<file path="config.mk">
export PLATFORM = sky130hd
export DESIGN_NAME = bab_ctrl
export DESIGN_NICKNAME = d
export VERILOG_FILES = /design/src/hdl/bab_pkg.sv /design/src/hdl/bab_ctrl.sv
export SDC_FILE = /design/constraint.sdc
export NUM_CORES = 1
export LEC_CHECK = 0
export ABC_AREA = 1
export ABC_CLOCK_PERIOD_IN_PS = 2300
export BUFFER_PORTS_ARGS = -buffer_cell sky130_fd_sc_hd__buf_2
export CORE_AREA = 8 8 45 47
export DETAILED_ROUTE_END_ITERATION = 10
export DIE_AREA = 0 0 53 55
export PLACE_DENSITY_LB_ADDON = 0.2
export SYNTH_ARGS = -nofsm -noshare
export SYNTH_HDL_FRONTEND = slang
export SYNTH_SLANG_ARGS = --single-unit
</file>
<file path="constraint.sdc">
create_clock -name i_clk -period 2.3 [get_ports i_clk]
set_input_delay 0.23 -clock i_clk [delete_from_list [all_inputs] [get_ports i_clk]]
set_output_delay 0.23 -clock i_clk [all_outputs]
set_load 0.01 [all_outputs]
</file>
<file path="src/hdl/bab_pkg.sv">
// Shared codes and controller/datapath interface types for the block allocator.
`default_nettype none

package bab_pkg;

    // request modes
    localparam logic [2:0] MODE_ALLOC    = 3'd0;
    localparam logic [2:0] MODE_FREE     = 3'd1;
    localparam logic [2:0] MODE_USED     = 3'd2;
    localparam logic [2:0] MODE_BEGIN    = 3'd3;
    localparam logic [2:0] MODE_ROLLBACK = 3'd4;
    localparam logic [2:0] MODE_QUERY    = 3'd5;

    // result status
    localparam logic [1:0] ST_OK        = 2'd0;
    localparam logic [1:0] ST_NO_FREE   = 2'd1;
    localparam logic [1:0] ST_LIST_FULL = 2'd2;
    localparam logic [1:0] ST_RANGE     = 2'd3;

    localparam logic [12:0] TOTAL_RST = 13'd4096;
    localparam logic [12:0] USED_MAX  = 13'h1FFF;

    // datapath operations
    localparam logic [3:0] OP_NONE  = 4'd0;
    localparam logic [3:0] OP_CLR   = 4'd1;
    localparam logic [3:0] OP_SCAN  = 4'd2;
    localparam logic [3:0] OP_MK_RD = 4'd3;
    localparam logic [3:0] OP_MK_WR = 4'd4;
    localparam logic [3:0] OP_RB_CL = 4'd5;
    localparam logic [3:0] OP_RB_BM = 4'd6;
    localparam logic [3:0] OP_RB_WR = 4'd7;
    localparam logic [3:0] OP_FIN   = 4'd8;

    typedef struct packed {
        logic       load;
        logic [3:0] op;
    } t_cmd;

    typedef struct packed {
        logic clr_last;
        logic fin;
    } t_sts;

endpackage

`default_nettype wire

</file>
<file path="src/hdl/bab_ctrl.sv">
// Sequencer for the block allocator: steps each request through the datapath.
`default_nettype none

module bab_ctrl import bab_pkg::*; (
    input  wire logic       i_clk,
    input  wire logic       i_rst_n,
    input  wire logic       i_start,
    input  wire logic [2:0] i_mode,
    input  wire t_sts       i_sts,
    output t_cmd            o_cmd,
    output logic            o_busy
);

    localparam logic [3:0] S_CLR   = 4'd0;
    localparam logic [3:0] S_IDLE  = 4'd1;
    localparam logic [3:0] S_SCAN  = 4'd2;
    localparam logic [3:0] S_MK_RD = 4'd3;
    localparam logic [3:0] S_MK_WR = 4'd4;
    localparam logic [3:0] S_RB_CL = 4'd5;
    localparam logic [3:0] S_RB_BM = 4'd6;
    localparam logic [3:0] S_RB_WR = 4'd7;
    localparam logic [3:0] S_FIN   = 4'd8;

    logic [3:0] r_state;
    logic [3:0] n_state;

    always_comb begin
        n_state    = r_state;
        o_cmd.load = 1'b0;
        o_cmd.op   = OP_NONE;
        unique case (r_state)
            S_CLR: begin
                o_cmd.op = OP_CLR;
                if (i_sts.clr_last) n_state = S_IDLE;
            end
            S_IDLE: begin
                if (i_start) begin
                    o_cmd.load = 1'b1;
                    unique case (i_mode) inside
                        MODE_ALLOC:                        n_state = S_SCAN;
                        MODE_FREE, MODE_USED, MODE_QUERY:  n_state = S_MK_RD;
                        MODE_ROLLBACK:                     n_state = S_RB_CL;
                        default:                           n_state = S_FIN;
                    endcase
                end
            end
            S_SCAN: begin
                o_cmd.op = OP_SCAN;
                if (i_sts.fin) n_state = S_IDLE;
            end
            S_MK_RD: begin
                o_cmd.op = OP_MK_RD;
                n_state  = i_sts.fin ? S_IDLE : S_MK_WR;
            end
            S_MK_WR: begin
                o_cmd.op = OP_MK_WR;
                n_state  = S_IDLE;
            end
            S_RB_CL: begin
                o_cmd.op = OP_RB_CL;
                n_state  = i_sts.fin ? S_IDLE : S_RB_BM;
            end
            S_RB_BM: begin
                o_cmd.op = OP_RB_BM;
                n_state  = S_RB_WR;
            end
            S_RB_WR: begin
                o_cmd.op = OP_RB_WR;
                n_state  = i_sts.fin ? S_IDLE : S_RB_BM;
            end
            S_FIN: begin
                o_cmd.op = OP_FIN;
                n_state  = S_IDLE;
            end
            default: n_state = S_IDLE;
        endcase
    end

    always_ff @(posedge i_clk) begin
        if (!i_rst_n) begin
            r_state <= S_CLR;
        end else begin
            r_state <= n_state;
        end
    end

    assign o_busy = (r_state != S_IDLE);

    a_fin_idle: assert property (@(posedge i_clk) disable iff (!i_rst_n)
        i_sts.fin |=> (r_state == S_IDLE))
        else $error("request finished but sequencer did not return to idle");

    a_busy_fall: assert property (@(posedge i_clk) disable iff (!i_rst_n)
        $fell(o_busy) |-> ($past(i_sts.fin) || $past(i_sts.clr_last)))
        else $error("busy dropped without a finished request or clearing pass");

endmodule

`default_nettype wire

</file>
# Yosys cells after proc, flatten, opt, wreduce, memory -nomap -nowiden
# Index checks and enable logic that the tools add are counted.
# classes
reduce_logical	5
eq_ne	16
n_mux	10
# op_table
op	n
$pmux 4 s8	1
$pmux 4 s6	1
$eq 4x3->1 const B	4
$mux 4	3
$pmux 4 s3	1
$eq 4x2->1 const B	2
$eq 3x3->1 const B	2
$mux 3	2
$ne 2x2->1 const B	3
$eq 4x1->1 const B	1
$eq 4x4->1 const B	1
$logic_not 4->1	1
$ne 4x1->1 const B	1
$eq 3x1->1 const B	1
$eq 3x2->1 const B	1
$logic_not 3->1	1
$reduce_and 3->1	1
$reduce_or 3->1	1
$mux 1	2
$reduce_or 2->1	1
# word_totals
ff_bits	4
in_bits	8
out_inout_bits	6
wordCells	32

# Logic depth before layout (Yosys ltp)
# Gate-level depths: netlist of the first run.
# depth
ltp_word	5
depth_mapped	7
mapped_depth_nobuf	7

# Least setup slack after synthesis of the first run
# No wires, ideal clock.
# synth_timing
kind	register to output
start	register r_state[0]
end	output port o_cmd[4] (netlist name)
required_time_ps	2070
t_arrival_ps	840
n_path_buf	0
stages_incl_launch_ff	5
path_slack_ps	1230
cell_sequence	dfxtp_1 -> inv_1 -> nor2_2 -> nand2_2 -> nor2_1
# synth_rtl
element	line	rtl
start: declaration	bab_ctrl.sv:24	logic [3:0] r_state;
start signal: assignment	bab_ctrl.sv:83	r_state <= n_state;
end: declaration	bab_ctrl.sv:10	output t_cmd o_cmd,

==> results list, run 1 <==
- The flow ran to the end, and the final reports show no timing, DRC or antenna violations.
- For the finished layout, the period the worst path requires is 1370 ps.
- Row generation in the floorplan step produced 14 rows.
- Top reg by flops: r_state
- The min-delay analysis places its worst path in the category primary input to register.
* Number of register bits inferred by synthesis: 4
* WL final: 846 um
- Fill cells in the final layout number ~160.
- Share of the clock period used by the worst path: 59.6%
- Across the run, the number of max-cap violations was 0.
* Synth warn: 0
- Of the synthesized area, sequential elements account for about a quarter.
- The core region is 0.00138 mm^2.
- Drt pass-1 iters: 4
- The register with the most flip-flops in the layout has 4 of them.
- Via count of the first global-routing pass: between 300 and 400
- Endpoint of the most critical setup path: o_cmd[4]
- Reg2Reg Capture Point: r_state[1]
- In this run, post-CTS repair resized a total of 0 instances.
- Crit path required time: 2070 ps
* Number of input and output port buffers inserted: 13
* Number of buffers inserted by post-CTS setup repair: 0
* DRC violations left: 0
- The congestion estimate from routability-driven global placement came to 0.750.
* Detailed placer's ending HPWL: between 700 and 800 um
* CTS Hold Buffers Added: 0
- Data arrival at the endpoint of the critical path: 1140 ps
- Max-slew headroom: 86.3%
- Final setup fails: 0
- Cell area after synthesis: 342 um^2
- Timing would allow up to between 0.7 and 0.8 GHz.
* Critical path class: register to primary output
- In the post-route analysis, the smallest setup slack over all paths is slightly above 900 ps.
- Total power per unit cell area: 546 mW/mm^2
- Buffers inserted during clock tree synthesis total 3.
* Setup Skew: 6.83 ps
- Leakage Power: 0.248 nW
- Of all nets on the critical path, the largest fanout is 6.
- Pin placement for this block handled 14 I/O pins.
- The setup check on the worst reg-to-reg path leaves a slack of 1190 ps.
- The clock passes through at most 2 buffers.
- R2R depth: 7
* Antenna diodes: 0
- Registers with the most flip-flops: r_state: 4 flops
- Grt ovf: 0
- After detailed routing, the average wire length per cell comes to 9.30 um.
* Kind of capture point of the worst setup path: primary output
* Number of vias per cell after detailed routing: about 4.5
* Netlist cell types: 13
- The initial utilization of the core area, before any placement, comes to 24.7%.
- Clock tree from TritonCTS: yes
* Setup Slack @ Placement: 1180 ps
- Final #Nets: 85
* RSZ-0062 raised after global routing: no
- Clock root cell: sky130_fd_sc_hd__clkbuf_4
- Post-route setup TNS: 0 ps
- When the netlist entered floorplanning its net count stood at 67.
- Height of the chip: roughly 55 um
- Wire length of the first global-routing pass: 1.28 mm
- After clock tree synthesis, the clock-pin slew on the worst setup and hold paths is 40 ps.
- STA classifies the critical path startpoint as a register.
- Reg-to-Reg Start: r_state[1]
- Clock latency on the worst-skew pair: 240 ps
- Number of pins with negative max-slew slack in the final report: 0
- Tot GR Track Use: between 5 and 6%
- After synthesis, the mean cell area works out to 5.79 um^2.
* Share of final-layout standard cells stronger than drive strength 1: around a third
* Largest net degree at the start of global routing: 7
- Antenna-violating nets left: 0
* CTS sink cnt: 4
- At the pin with the least slew margin, the transition time is approximately 210 ps.
- Number of DRC markers after the initial detailed-route iteration: 8
- Die footprint: 0.00292 mm^2
- Mapped Cells: 59
* IR Drop Worst-Case VDD: around 0.00019 V
- Relative area change from synthesis to final layout: 31.5%
* Via count: 405
* Initial antenna violation count: 0
* CTS HTree Levels: 1
- Worst setup path startpoint: r_state[0]
- Horiz. Die Dim: 53 um
- Final-report hold violation count: 0
## where the power goes
| part | leakage [nW] | switching, mW | internal [mW] | total [mW] |
|---|---|---|---|---|
| sequential | 0.0326 | 0.00604 | 0.0740 | 0.0801 |
| clock | 0.0138 | 0.0299 | 0.0585 | 0.0884 |
| combinational | 0.202 | 0.0470 | 0.0298 | 0.0768 |
| total | 0.248 | 0.0830 | 0.162 | 0.245 |
## logic make-up after synthesis
family	count (synthesis)	synth area share (%)
AO/OA/AOI/OAI	4	5.86
flip-flops	4	23.4
AND/OR/NAND/NOR	40	58.6
buffers and inverters	11	12.1
## metrics by stage
step / std cells / instance area, um^2 / hold WS [ps] / utilization, % / power, mW
after floorplan: 59 / 342 / 362 / - / 0.133
after global placement: 88 / 427 / 503 / 30.8 / 0.160
after detailed placement: 88 / 427 / 503 / 30.8 / 0.159
after CTS: 91 / 449 / 257 / 32.5 / 0.248
after global routing: 91 / 449 / 285 / 32.5 / 0.258
final: 91 / 449 / 255 / 32.5 / 0.245
## cells in the final DEF, fill, tap and decap left out
master                     count
sky130_fd_sc_hd__nor3_1        3
sky130_fd_sc_hd__nor2_2        4
sky130_fd_sc_hd__nor2_4        1
sky130_fd_sc_hd__inv_1        11
sky130_fd_sc_hd__buf_2        13
sky130_fd_sc_hd__dfxtp_1       4
sky130_fd_sc_hd__nand4_1       3
sky130_fd_sc_hd__nand2_2       2
sky130_fd_sc_hd__o21ai_0       1
sky130_fd_sc_hd__a21oi_1       3
sky130_fd_sc_hd__nand3_1       3
sky130_fd_sc_hd__clkbuf_4      3
sky130_fd_sc_hd__nand3_2       2
sky130_fd_sc_hd__nor2_1       10
sky130_fd_sc_hd__nand2_1      12
## layout make-up
class | count | area [um^2] | share of cell area (%)
flip-flops and latches | 4 | 80.1 | 17.8
clock buffers | 3 | 22.5 | 5.01
inverters | 11 | 41.3 | 9.19
repair buffers | 13 | 65.1 | 14.5
multi-input cells | 44 | 220 | 49.0
well taps | 16 | 20.0 | 4.46
## cells in the mapped netlist
cell	instances	area (um^2)
sky130_fd_sc_hd__nor2_4	1	11.3
sky130_fd_sc_hd__nand2_2	2	12.5
sky130_fd_sc_hd__nor3_1	3	15.0
sky130_fd_sc_hd__nand2_1	12	45.0
sky130_fd_sc_hd__inv_1	11	41.3
sky130_fd_sc_hd__nand3_2	2	20.0
sky130_fd_sc_hd__nand4_1	3	18.8
sky130_fd_sc_hd__o21ai_0	1	5.00
sky130_fd_sc_hd__dfxtp_1	4	80.1
sky130_fd_sc_hd__nand3_1	3	15.0
sky130_fd_sc_hd__a21oi_1	3	15.0
sky130_fd_sc_hd__nor2_2	4	25.0
sky130_fd_sc_hd__nor2_1	10	37.5
## metal layers
metal / track usage [%] / wire [um] / vias up
met4: 3.88 / 17 / 0
li1: - / - / 217
met3: 0.802 / 85 / 2
met1: 5.61 / 320 / 176
met2: 10.5 / 422 / 10
met5: 0 / 0 / -
## critical path, cell delays in order, from the launching register on
cell and delay [ps]:
sky130_fd_sc_hd__dfxtp_1 410, sky130_fd_sc_hd__inv_1 70, sky130_fd_sc_hd__nor2_2 110, sky130_fd_sc_hd__nand2_2 90, sky130_fd_sc_hd__nor2_1 80, sky130_fd_sc_hd__buf_2 130
## worst min-delay path by stage
stage / from / to / slack, ps / cells after the start
floorplan: i_rst_n / r_state[1] / 360 / 2
global placement: i_rst_n / r_state[1] / 500 / 3
detailed placement: i_rst_n / r_state[2] / 500 / 3
CTS: i_rst_n / r_state[2] / 260 / 3
global route: i_rst_n / r_state[0] / 290 / 3
finish: i_rst_n / r_state[2] / 260 / 3
(Power assumes the default switching activity.)
==> run 2, diff against run 1 <==
--- a/config.mk
+++ b/config.mk
@@ -6,7 +6,7 @@
 export NUM_CORES = 1
 export LEC_CHECK = 0
 export ABC_AREA = 1
-export ABC_CLOCK_PERIOD_IN_PS = 2300
+export ABC_CLOCK_PERIOD_IN_PS = 1100
 export BUFFER_PORTS_ARGS = -buffer_cell sky130_fd_sc_hd__buf_2
 export CORE_AREA = 8 8 45 47
 export DETAILED_ROUTE_END_ITERATION = 10
==> constraint.sdc (replaced) <==
create_clock -name i_clk -period 1.1 [get_ports i_clk]
set_input_delay 0.11 -clock i_clk [delete_from_list [all_inputs] [get_ports i_clk]]
set_output_delay 0.11 -clock i_clk [all_outputs]
set_load 0.01 [all_outputs]
==> run 2 against run 1 <==
Highest routed layer is now met3. Sequential cell count stayed put. Sequential share of layout area is 2.4 points lower. Largest cell class unchanged. Total power is 150% higher. Worst hold slack worse by 110 ps. Worst setup slack worse by 1000 ps. Routed wire length is 36% higher. Critical path depth is 1 lower. The run now ends with negative setup slack left.
==> results list, run 2 (synthesized netlist as in run 1, its figures left out) <==
- Count of standard-cell rows: 14 (unchanged)
- Inserted Clock Buffers: 3 (unchanged)
- The share of post-route cells with drive strength above 1 was 59.5% (+26 points).
- The antenna violation net count after detailed routing was 0 (unchanged).
* Height of the chip: 55 um (unchanged)
- Highest-count cells in the layout ignoring fill and taps: sky130_fd_sc_hd__buf_2, sky130_fd_sc_hd__inv_1, sky130_fd_sc_hd__nand2_1
- CTS max path bufs: 2 (unchanged)
- The pre-CTS setup slack was 13.2 ps (-1170 ps).
- Routed length per placed instance: 11.5 um (+24%)
- Total power per unit cell area: 1010 mW/mm^2 (+84%)
- The area of placed instances came to 449 um^2 (+5.3%).
- Number of DRC markers after the initial detailed-route iteration: 2 (-6)
- The HPWL after detailed placement is 778 um (+6.4%).
- The required time of the worst setup path was 990 ps (-1080 ps).
- Drt pass-1 iters: 4 (unchanged)
* Clock tree from TritonCTS: yes
- The maximum fanout count along the critical path came to 4 (-2).
- Share of the clock period used by the worst path: 111%
* Antenna diodes: 0 (unchanged)
- Setup Skew: 6.62 ps (-0.209 ps)
- The port buffer count is 13 (unchanged).
- Grt ovf: 0 (unchanged)
* Final-report hold violation count: 0 (unchanged)
- Routed length on met1: 433 um (+35%)
- Final critical path time including I/O delays and setup: 1220 ps
- Most common library cell in the layout ignoring fill and taps: sky130_fd_sc_hd__buf_2
- The leakage power summed over all cells was 0.307 nW (+24%).
- The final design instance area without fill was 601 um^2 (+34%).
* Relative area change from synthesis to final layout: 75.8%
- The total number of nets in the final design is 94 (+11%).
* Initial antenna violation count: 0 (unchanged)
* F_max: between 0.8 and 0.9 GHz
- Final RePlAce weighted congestion: 0.780 (+4.0%)
- CTS HTree Levels: 1 (unchanged)
* Largest net degree at the start of global routing: 6 (-1)
- Initial cell density of the core: 24.7% (unchanged)
- Top reg by flops: r_state
- The number of top-level pins came to 14 (unchanged).
- Area of the placeable core: 0.00138 mm^2 (unchanged)
- The worst setup path is captured at a primary output.
- Uppermost signal routing layer after detailed routing: met3
* Horiz. Die Dim: 53 um (unchanged)
- The max-cap violation count came to 0 (unchanged).
- The number of hold-repair buffers added at the cts stage is 0 (unchanged).
- CTS placed an instance of sky130_fd_sc_hd__clkbuf_4 at the clock tree root.
* Via count of the first global-routing pass: 414 (+15%)
- Die footprint: 0.00292 mm^2 (unchanged)
* Status: complete, but fails checks
- Largest register FFs: 4 (unchanged)
* CTS sink cnt: 4 (unchanged)
- RSZ-0062 raised after global routing: yes
- Number of vias per cell after detailed routing: 4.48 (+0.66%)
* Post-route setup TNS: -323 ps (-323 ps)
- The worst setup path is of the register to primary output kind.
- The via count of the routed design was 448 (+11%).
* Fillers: 157 (unchanged)
- DRC violations left: 0 (unchanged)
* Number of pins with negative max-slew slack in the final report: 0 (unchanged)
* Failing checks: negative setup slack
- The data arrival time at the worst-slack endpoint was 1110 ps (-30 ps).
- Slew at the pin with the worst max-slew slack: 218 ps (+12.7 ps)
- Clock latency on the worst-skew pair: 230 ps (about the same)
* Clock transition at the register clock pins on the worst setup and hold paths after CTS: 30 ps (about the same)
- The worst relative slew slack is 85.3% (-0.94 points).
- The routed wire length on met3 was 63 um (-26%).
- Registers with the most flip-flops: r_state: 4 flops
- WL final: 1.15 mm (+36%)
* Final worst slack: -119 ps (-1050 ps)
- Cell total after placement: 91 (+3.4%)
- The worst hold path belongs to the class primary input to register.
- The peak supply drop came to 0.000770 V (+310%).
- Critical Path Start Type: register
- Met2 wirelength from detailed routing: 654 um (+55%)
* Final setup fails: 5 (+5)
* Flop-to-flop setup slack: -20 ps (-1210 ps)
* Tot GR Track Use: 7.21% (+1.6 points)
* Non-filler cells in the finished layout: 100 (+9.9%)
* Wire length of the first global-routing pass: 1.57 mm (+22%)
-- run 2: cell types whose count changed in the layout (fill, tap and decap cells not counted), moves of 2 or more --
| cell | previous run | this run |
|---|---|---|
| sky130_fd_sc_hd__dfxtp_1 | 4 | 0 |
| sky130_fd_sc_hd__inv_1 | 11 | 8 |
| sky130_fd_sc_hd__nor2_2 | 4 | 2 |
| sky130_fd_sc_hd__nor2_1 | 10 | 6 |
| sky130_fd_sc_hd__inv_2 | 0 | 3 |
| sky130_fd_sc_hd__nor2_4 | 1 | 7 |
| sky130_fd_sc_hd__dfxtp_4 | 0 | 3 |
| sky130_fd_sc_hd__buf_6 | 0 | 4 |
| sky130_fd_sc_hd__nand2_1 | 12 | 8 |
| sky130_fd_sc_hd__buf_4 | 0 | 6 |
| sky130_fd_sc_hd__nand2_2 | 2 | 6 |
-- run 2: critical path: stages, from the launching register on --
cell	delay, ps
sky130_fd_sc_hd__dfxtp_4	360
sky130_fd_sc_hd__inv_2	90
sky130_fd_sc_hd__nand2_2	90
sky130_fd_sc_hd__nor3_1	180
sky130_fd_sc_hd__buf_2	160
-- run 2: area by class of cell --
cell class | instances | area [um^2] | share of cell area (%)
multi-input combinational | 44 | 274 | 45.6
timing repair buffer | 22 | 150 | 25.0
sequential | 4 | 92.6 | 15.4
inverter | 11 | 41.3 | 6.87
clock buffer | 3 | 22.5 | 3.75
tap | 16 | 20.0 | 3.33
-- run 2: path summary, 6_finish.rpt --
check                           cells past startpoint       start         end
worst min-delay path                                3     i_rst_n  r_state[1]
worst min register to register                      3  r_state[2]  r_state[1]
worst max-delay path                                4  r_state[2]    o_cmd[3]
worst max register to register                      8  r_state[1]  r_state[1]
-- run 2: report_power, final --
part / leakage (nW) / internal [mW] / switching (mW) / total [mW]
registers: 0.0352 / 0.153 / 0.0167 / 0.170
logic: 0.258 / 0.122 / 0.133 / 0.256
clock network: 0.0138 / 0.122 / 0.0562 / 0.178
-- run 2: per-layer routing --
| metal | GRT usage (%) | up-vias |
|---|---|---|
| met3 | 3.48 | 0 |
| met2 | 14.1 | 10 |
| met4 | 1.29 | 0 |
| met5 | 0 | - |
| li1 | - | 236 |
| met1 | 6.67 | 202 |
-- run 2: per-stage QoR --
| step | power (mW) | util (%) | hold WS (ps) |
|---|---|---|---|
| after global placement | 0.346 | 32.5 | 386 |
| after global routing | 0.655 | 43.4 | 143 |
| final | 0.604 | 43.4 | 145 |
| after CTS | 0.564 | 37.8 | 138 |
| after detailed placement | 0.345 | 32.5 | 388 |
| after floorplan | 0.278 | - | 242 |
-- run 2: repair_timing --
item | 4_1_cts | 5_1_grt
resized for setup | 15 | 15
pin swaps | 3 | 5
buffers inserted | 3 | 3
setup endpoints to repair | 5 | 10
==> run 3, diff against run 2 <==
==> constraint.sdc (replaced) <==
create_clock -name i_clk -period 1.1 [get_ports i_clk]
set_input_delay 0 -clock i_clk [delete_from_list [all_inputs] [get_ports i_clk]]
set_output_delay 0 -clock i_clk [all_outputs]
set_load 0.01 [all_outputs]
==> run 3 against run 2 <==
The flow now finishes without violations. Fmax grew 11%. Clock power hardly changed. Die area unchanged. Via count shrank 5.1%. Cell count down 6.0%. Worst hold slack got worse by 110 ps. Clock skew increased by 1.2 ps. Sequential cell count unchanged. Combinational power shrank 18%. Sequential share of layout area up 1.8 points.
==> results list, run 3 (synthesized netlist as in run 1, its figures left out) <==
* Top-level port count: 14 (unchanged)
* Number of pins with negative max-slew slack in the final report: 0 (unchanged)
* Via count of the first global-routing pass: 383 (-7.5%)
- R2R depth: 6 (-2)
- CTS max path bufs: 2 (unchanged)
- Setup repair after global routing could not meet its margin everywhere.
- The via count of the routed design is 425 (-5.1%).
* Clock root cell: sky130_fd_sc_hd__clkbuf_4
* Hold path startpoint: i_rst_n
- Worst setup path startpoint: r_state[1]
* Non-filler cells in the finished layout: 94 (-6.0%)
- Relative area change from synthesis to final layout: 57.9%
* Most common library cell in the layout ignoring fill and taps: sky130_fd_sc_hd__buf_2
* Non-Filler Cell Area, Final: 539 um^2 (-10%)
- The total number of nets in the final design came to 88 (-6.4%).
- The critical path depth in cells was 5 (+1).
- Number of vias per cell after detailed routing: 4.52 (+0.92%)
* PnR Total Power: 0.557 mW (-7.7%)
- Layout Utilization: 39.0% (-4.4 points)
- The number of DRC violations after detailed-routing iteration 0 was 4 (+2).
- The max-cap violation count was 0 (unchanged).
- The largest net degree at the start of global routing was 7 (+1).
* Tot GR Track Use: 6.50% (-0.71 points)
* Area of the placeable core: 0.00138 mm^2 (unchanged)
* Final RePlAce weighted congestion: 0.780 (unchanged)
* Registers with the most flip-flops: r_state: 4 flops
* Crit path required time: 1100 ps (+110 ps)
- Flop-to-flop setup slack: 60 ps (+80 ps)
- The clock slew at the register clock pins of the worst setup and hold paths was 30 ps (about the same).
- The worst relative slew slack came to 89.1% (+3.8 points).
- Wire length of the first global-routing pass: 1.44 mm (-8.4%)
* Highest-count cells in the layout ignoring fill and taps: sky130_fd_sc_hd__buf_2, sky130_fd_sc_hd__nand2_1, sky130_fd_sc_hd__inv_1
* Setup Skew: 7.79 ps (+1.17 ps)
- The worst register-to-register path ends at r_state[1].
- The full die area came to 0.00292 mm^2 (unchanged).
* Largest register FFs: 4 (unchanged)
- Number of buffers inserted by post-CTS setup repair: 0 (-3)
- Horiz. Die Dim: 53 um (unchanged)
- The most critical setup path has its endpoint at o_cmd[4].
- Area taken by flip-flops and latches: 92.6 um^2 (unchanged)
- Fillers: 161 (+2.5%)
- Number of input and output port buffers inserted: 13 (unchanged)
- WL final: 933 um (-19%)
* Kind of path behind the tightest hold check: primary input to register
- The leakage power summed over all cells came to 0.276 nW (-10%).
* Top reg by flops: r_state
* Share of final-layout standard cells stronger than drive strength 1: 56.4% (-3.1 points)
- Clock tree from TritonCTS: yes
- Data arrival at the endpoint of the critical path: 1100 ps (about the same)
- Delay-heaviest family, CP: flip-flops
- The area of placed instances is 449 um^2 (unchanged).
* Critical Path Start Type: register
* Detailed placer's ending HPWL: 778 um (unchanged)
* Delay contributed by the slowest stage of the critical path: 320 ps (-40 ps)
* Final-report hold violation count: 0 (unchanged)
- The initial standard-cell utilization of the core came to 24.7% (unchanged).
- Cell type of the slowest stage on the worst timing path: sky130_fd_sc_hd__dfxtp_2
- Worst path buffer plus inverter count: 2 (unchanged)
- Routed length per placed instance: 9.93 um (-14%)
- Critical path class: register to primary output
* Clock latency on the worst-skew pair: 230 ps (about the same)
* CP Cell Sequence: buf_6 -> nor2_4 -> nand2_4 -> nor2_2 -> buf_2
* Antenna-violating nets left: 0 (unchanged)
* Count of standard-cell rows: 14 (unchanged)
* CTS HTree Levels: 1 (unchanged)
- The number of remaining DRC errors is 0 (unchanged).
- The maximum fanout count along the critical path was 3 (-1).
- Total power per unit cell area: 1030 mW/mm^2 (+2.8%)
- Grt ovf: 0 (unchanged)
- Initial antenna violation count: 0 (unchanged)
- The peak clock frequency supported by timing came to 0.911 GHz (+11%).
- IR Drop Worst-Case VDD: 0.000780 V (+1.3%)
* Share of the clock period used by the worst path: 99.8% (-11 points)
- Status: finished clean
- Antenna diodes: 0 (unchanged)
- CTS sink cnt: 4 (unchanged)
- Drt pass-1 iters: 2 (-2)
- Final critical path time including I/O delays and setup: 1100 ps (-121 ps)
- The multi-input logic area is 272 um^2 (-0.91%).
- The number of buffers created by CTS came to 3 (unchanged).
- In this run the critical register-to-register path is launched from r_state[3].
- The total instance count after detailed placement came to 91 (unchanged).
- Height of the chip: 55 um (unchanged)
* Final setup fails: 0 (-5)
- Kind of capture point of the worst setup path: primary output
* Slew at the pin with the worst max-slew slack: 162 ps (-56.5 ps)
* CTS Hold Buffers Added: 0 (unchanged)
==> run 3: worst reg2reg max path, cell delays in order (launching register included) <==
cell and delay (ps):
sky130_fd_sc_hd__dfxtp_4 360, sky130_fd_sc_hd__buf_4 140, sky130_fd_sc_hd__nor2_2 110, sky130_fd_sc_hd__nand2_1 90
sky130_fd_sc_hd__nand3_1 90, sky130_fd_sc_hd__nand2_1 50, sky130_fd_sc_hd__a21oi_1 110
==> run 3: worst min-delay path by stage <==
stage,slack (ps),end,depth (start not counted)
2_1_floorplan,90,o_cmd[4],2
3_5_place_dp,280,r_state[1],3
6_report,40,r_state[1],3
3_3_place_gp,280,r_state[1],3
4_1_cts,30,r_state[0],3
5_1_grt,30,r_state[1],3
==> run 3: final cells by class <==
cell class	instances	area share, %
Tap cell	16	3.71
Sequential cell	4	17.2
Inverter	11	7.66
Clock buffer	3	4.18
Timing Repair Buffer	16	16.9
Multi-Input combinational cell	44	50.3
==> run 3: routing by layer <==
metal / vias up / global-route usage (%) / routed length [um]
li1: 227 / - / -
met1: 186 / 6.67 / 384
met2: 12 / 11.5 / 480
met3: 0 / 3.48 / 67
met4: 0 / 1.29 / 0
met5: - / 0 / 0
==> run 3: metrics by stage <==
step | hold WS [ps] | setup slack [ps] | TNS [ps]
final | 35.3 | 1.72 | 0
after global routing | 33.2 | -63.1 | -136
after CTS | 30.0 | -22.7 | -22.7
after detailed placement | 278 | 13.2 | 0
after global placement | 276 | -6.55 | -6.55
after floorplan | 87.1 | 85.0 | 0
==> run 3: where the power goes <==
group	internal (mW)	leakage, nW	switching [mW]	total, mW
logic	0.0904	0.227	0.119	0.209
registers	0.153	0.0352	0.0166	0.170
clock network	0.122	0.0138	0.0563	0.178
==> run 3: repair_timing <==
action | in CTS | in global routing
pin swaps | 0 | 5
setup endpoints to repair | 2 | 7
resized for setup | 4 | 23
hold endpoints to repair | 0 | 0
gates cloned | 0 | 0
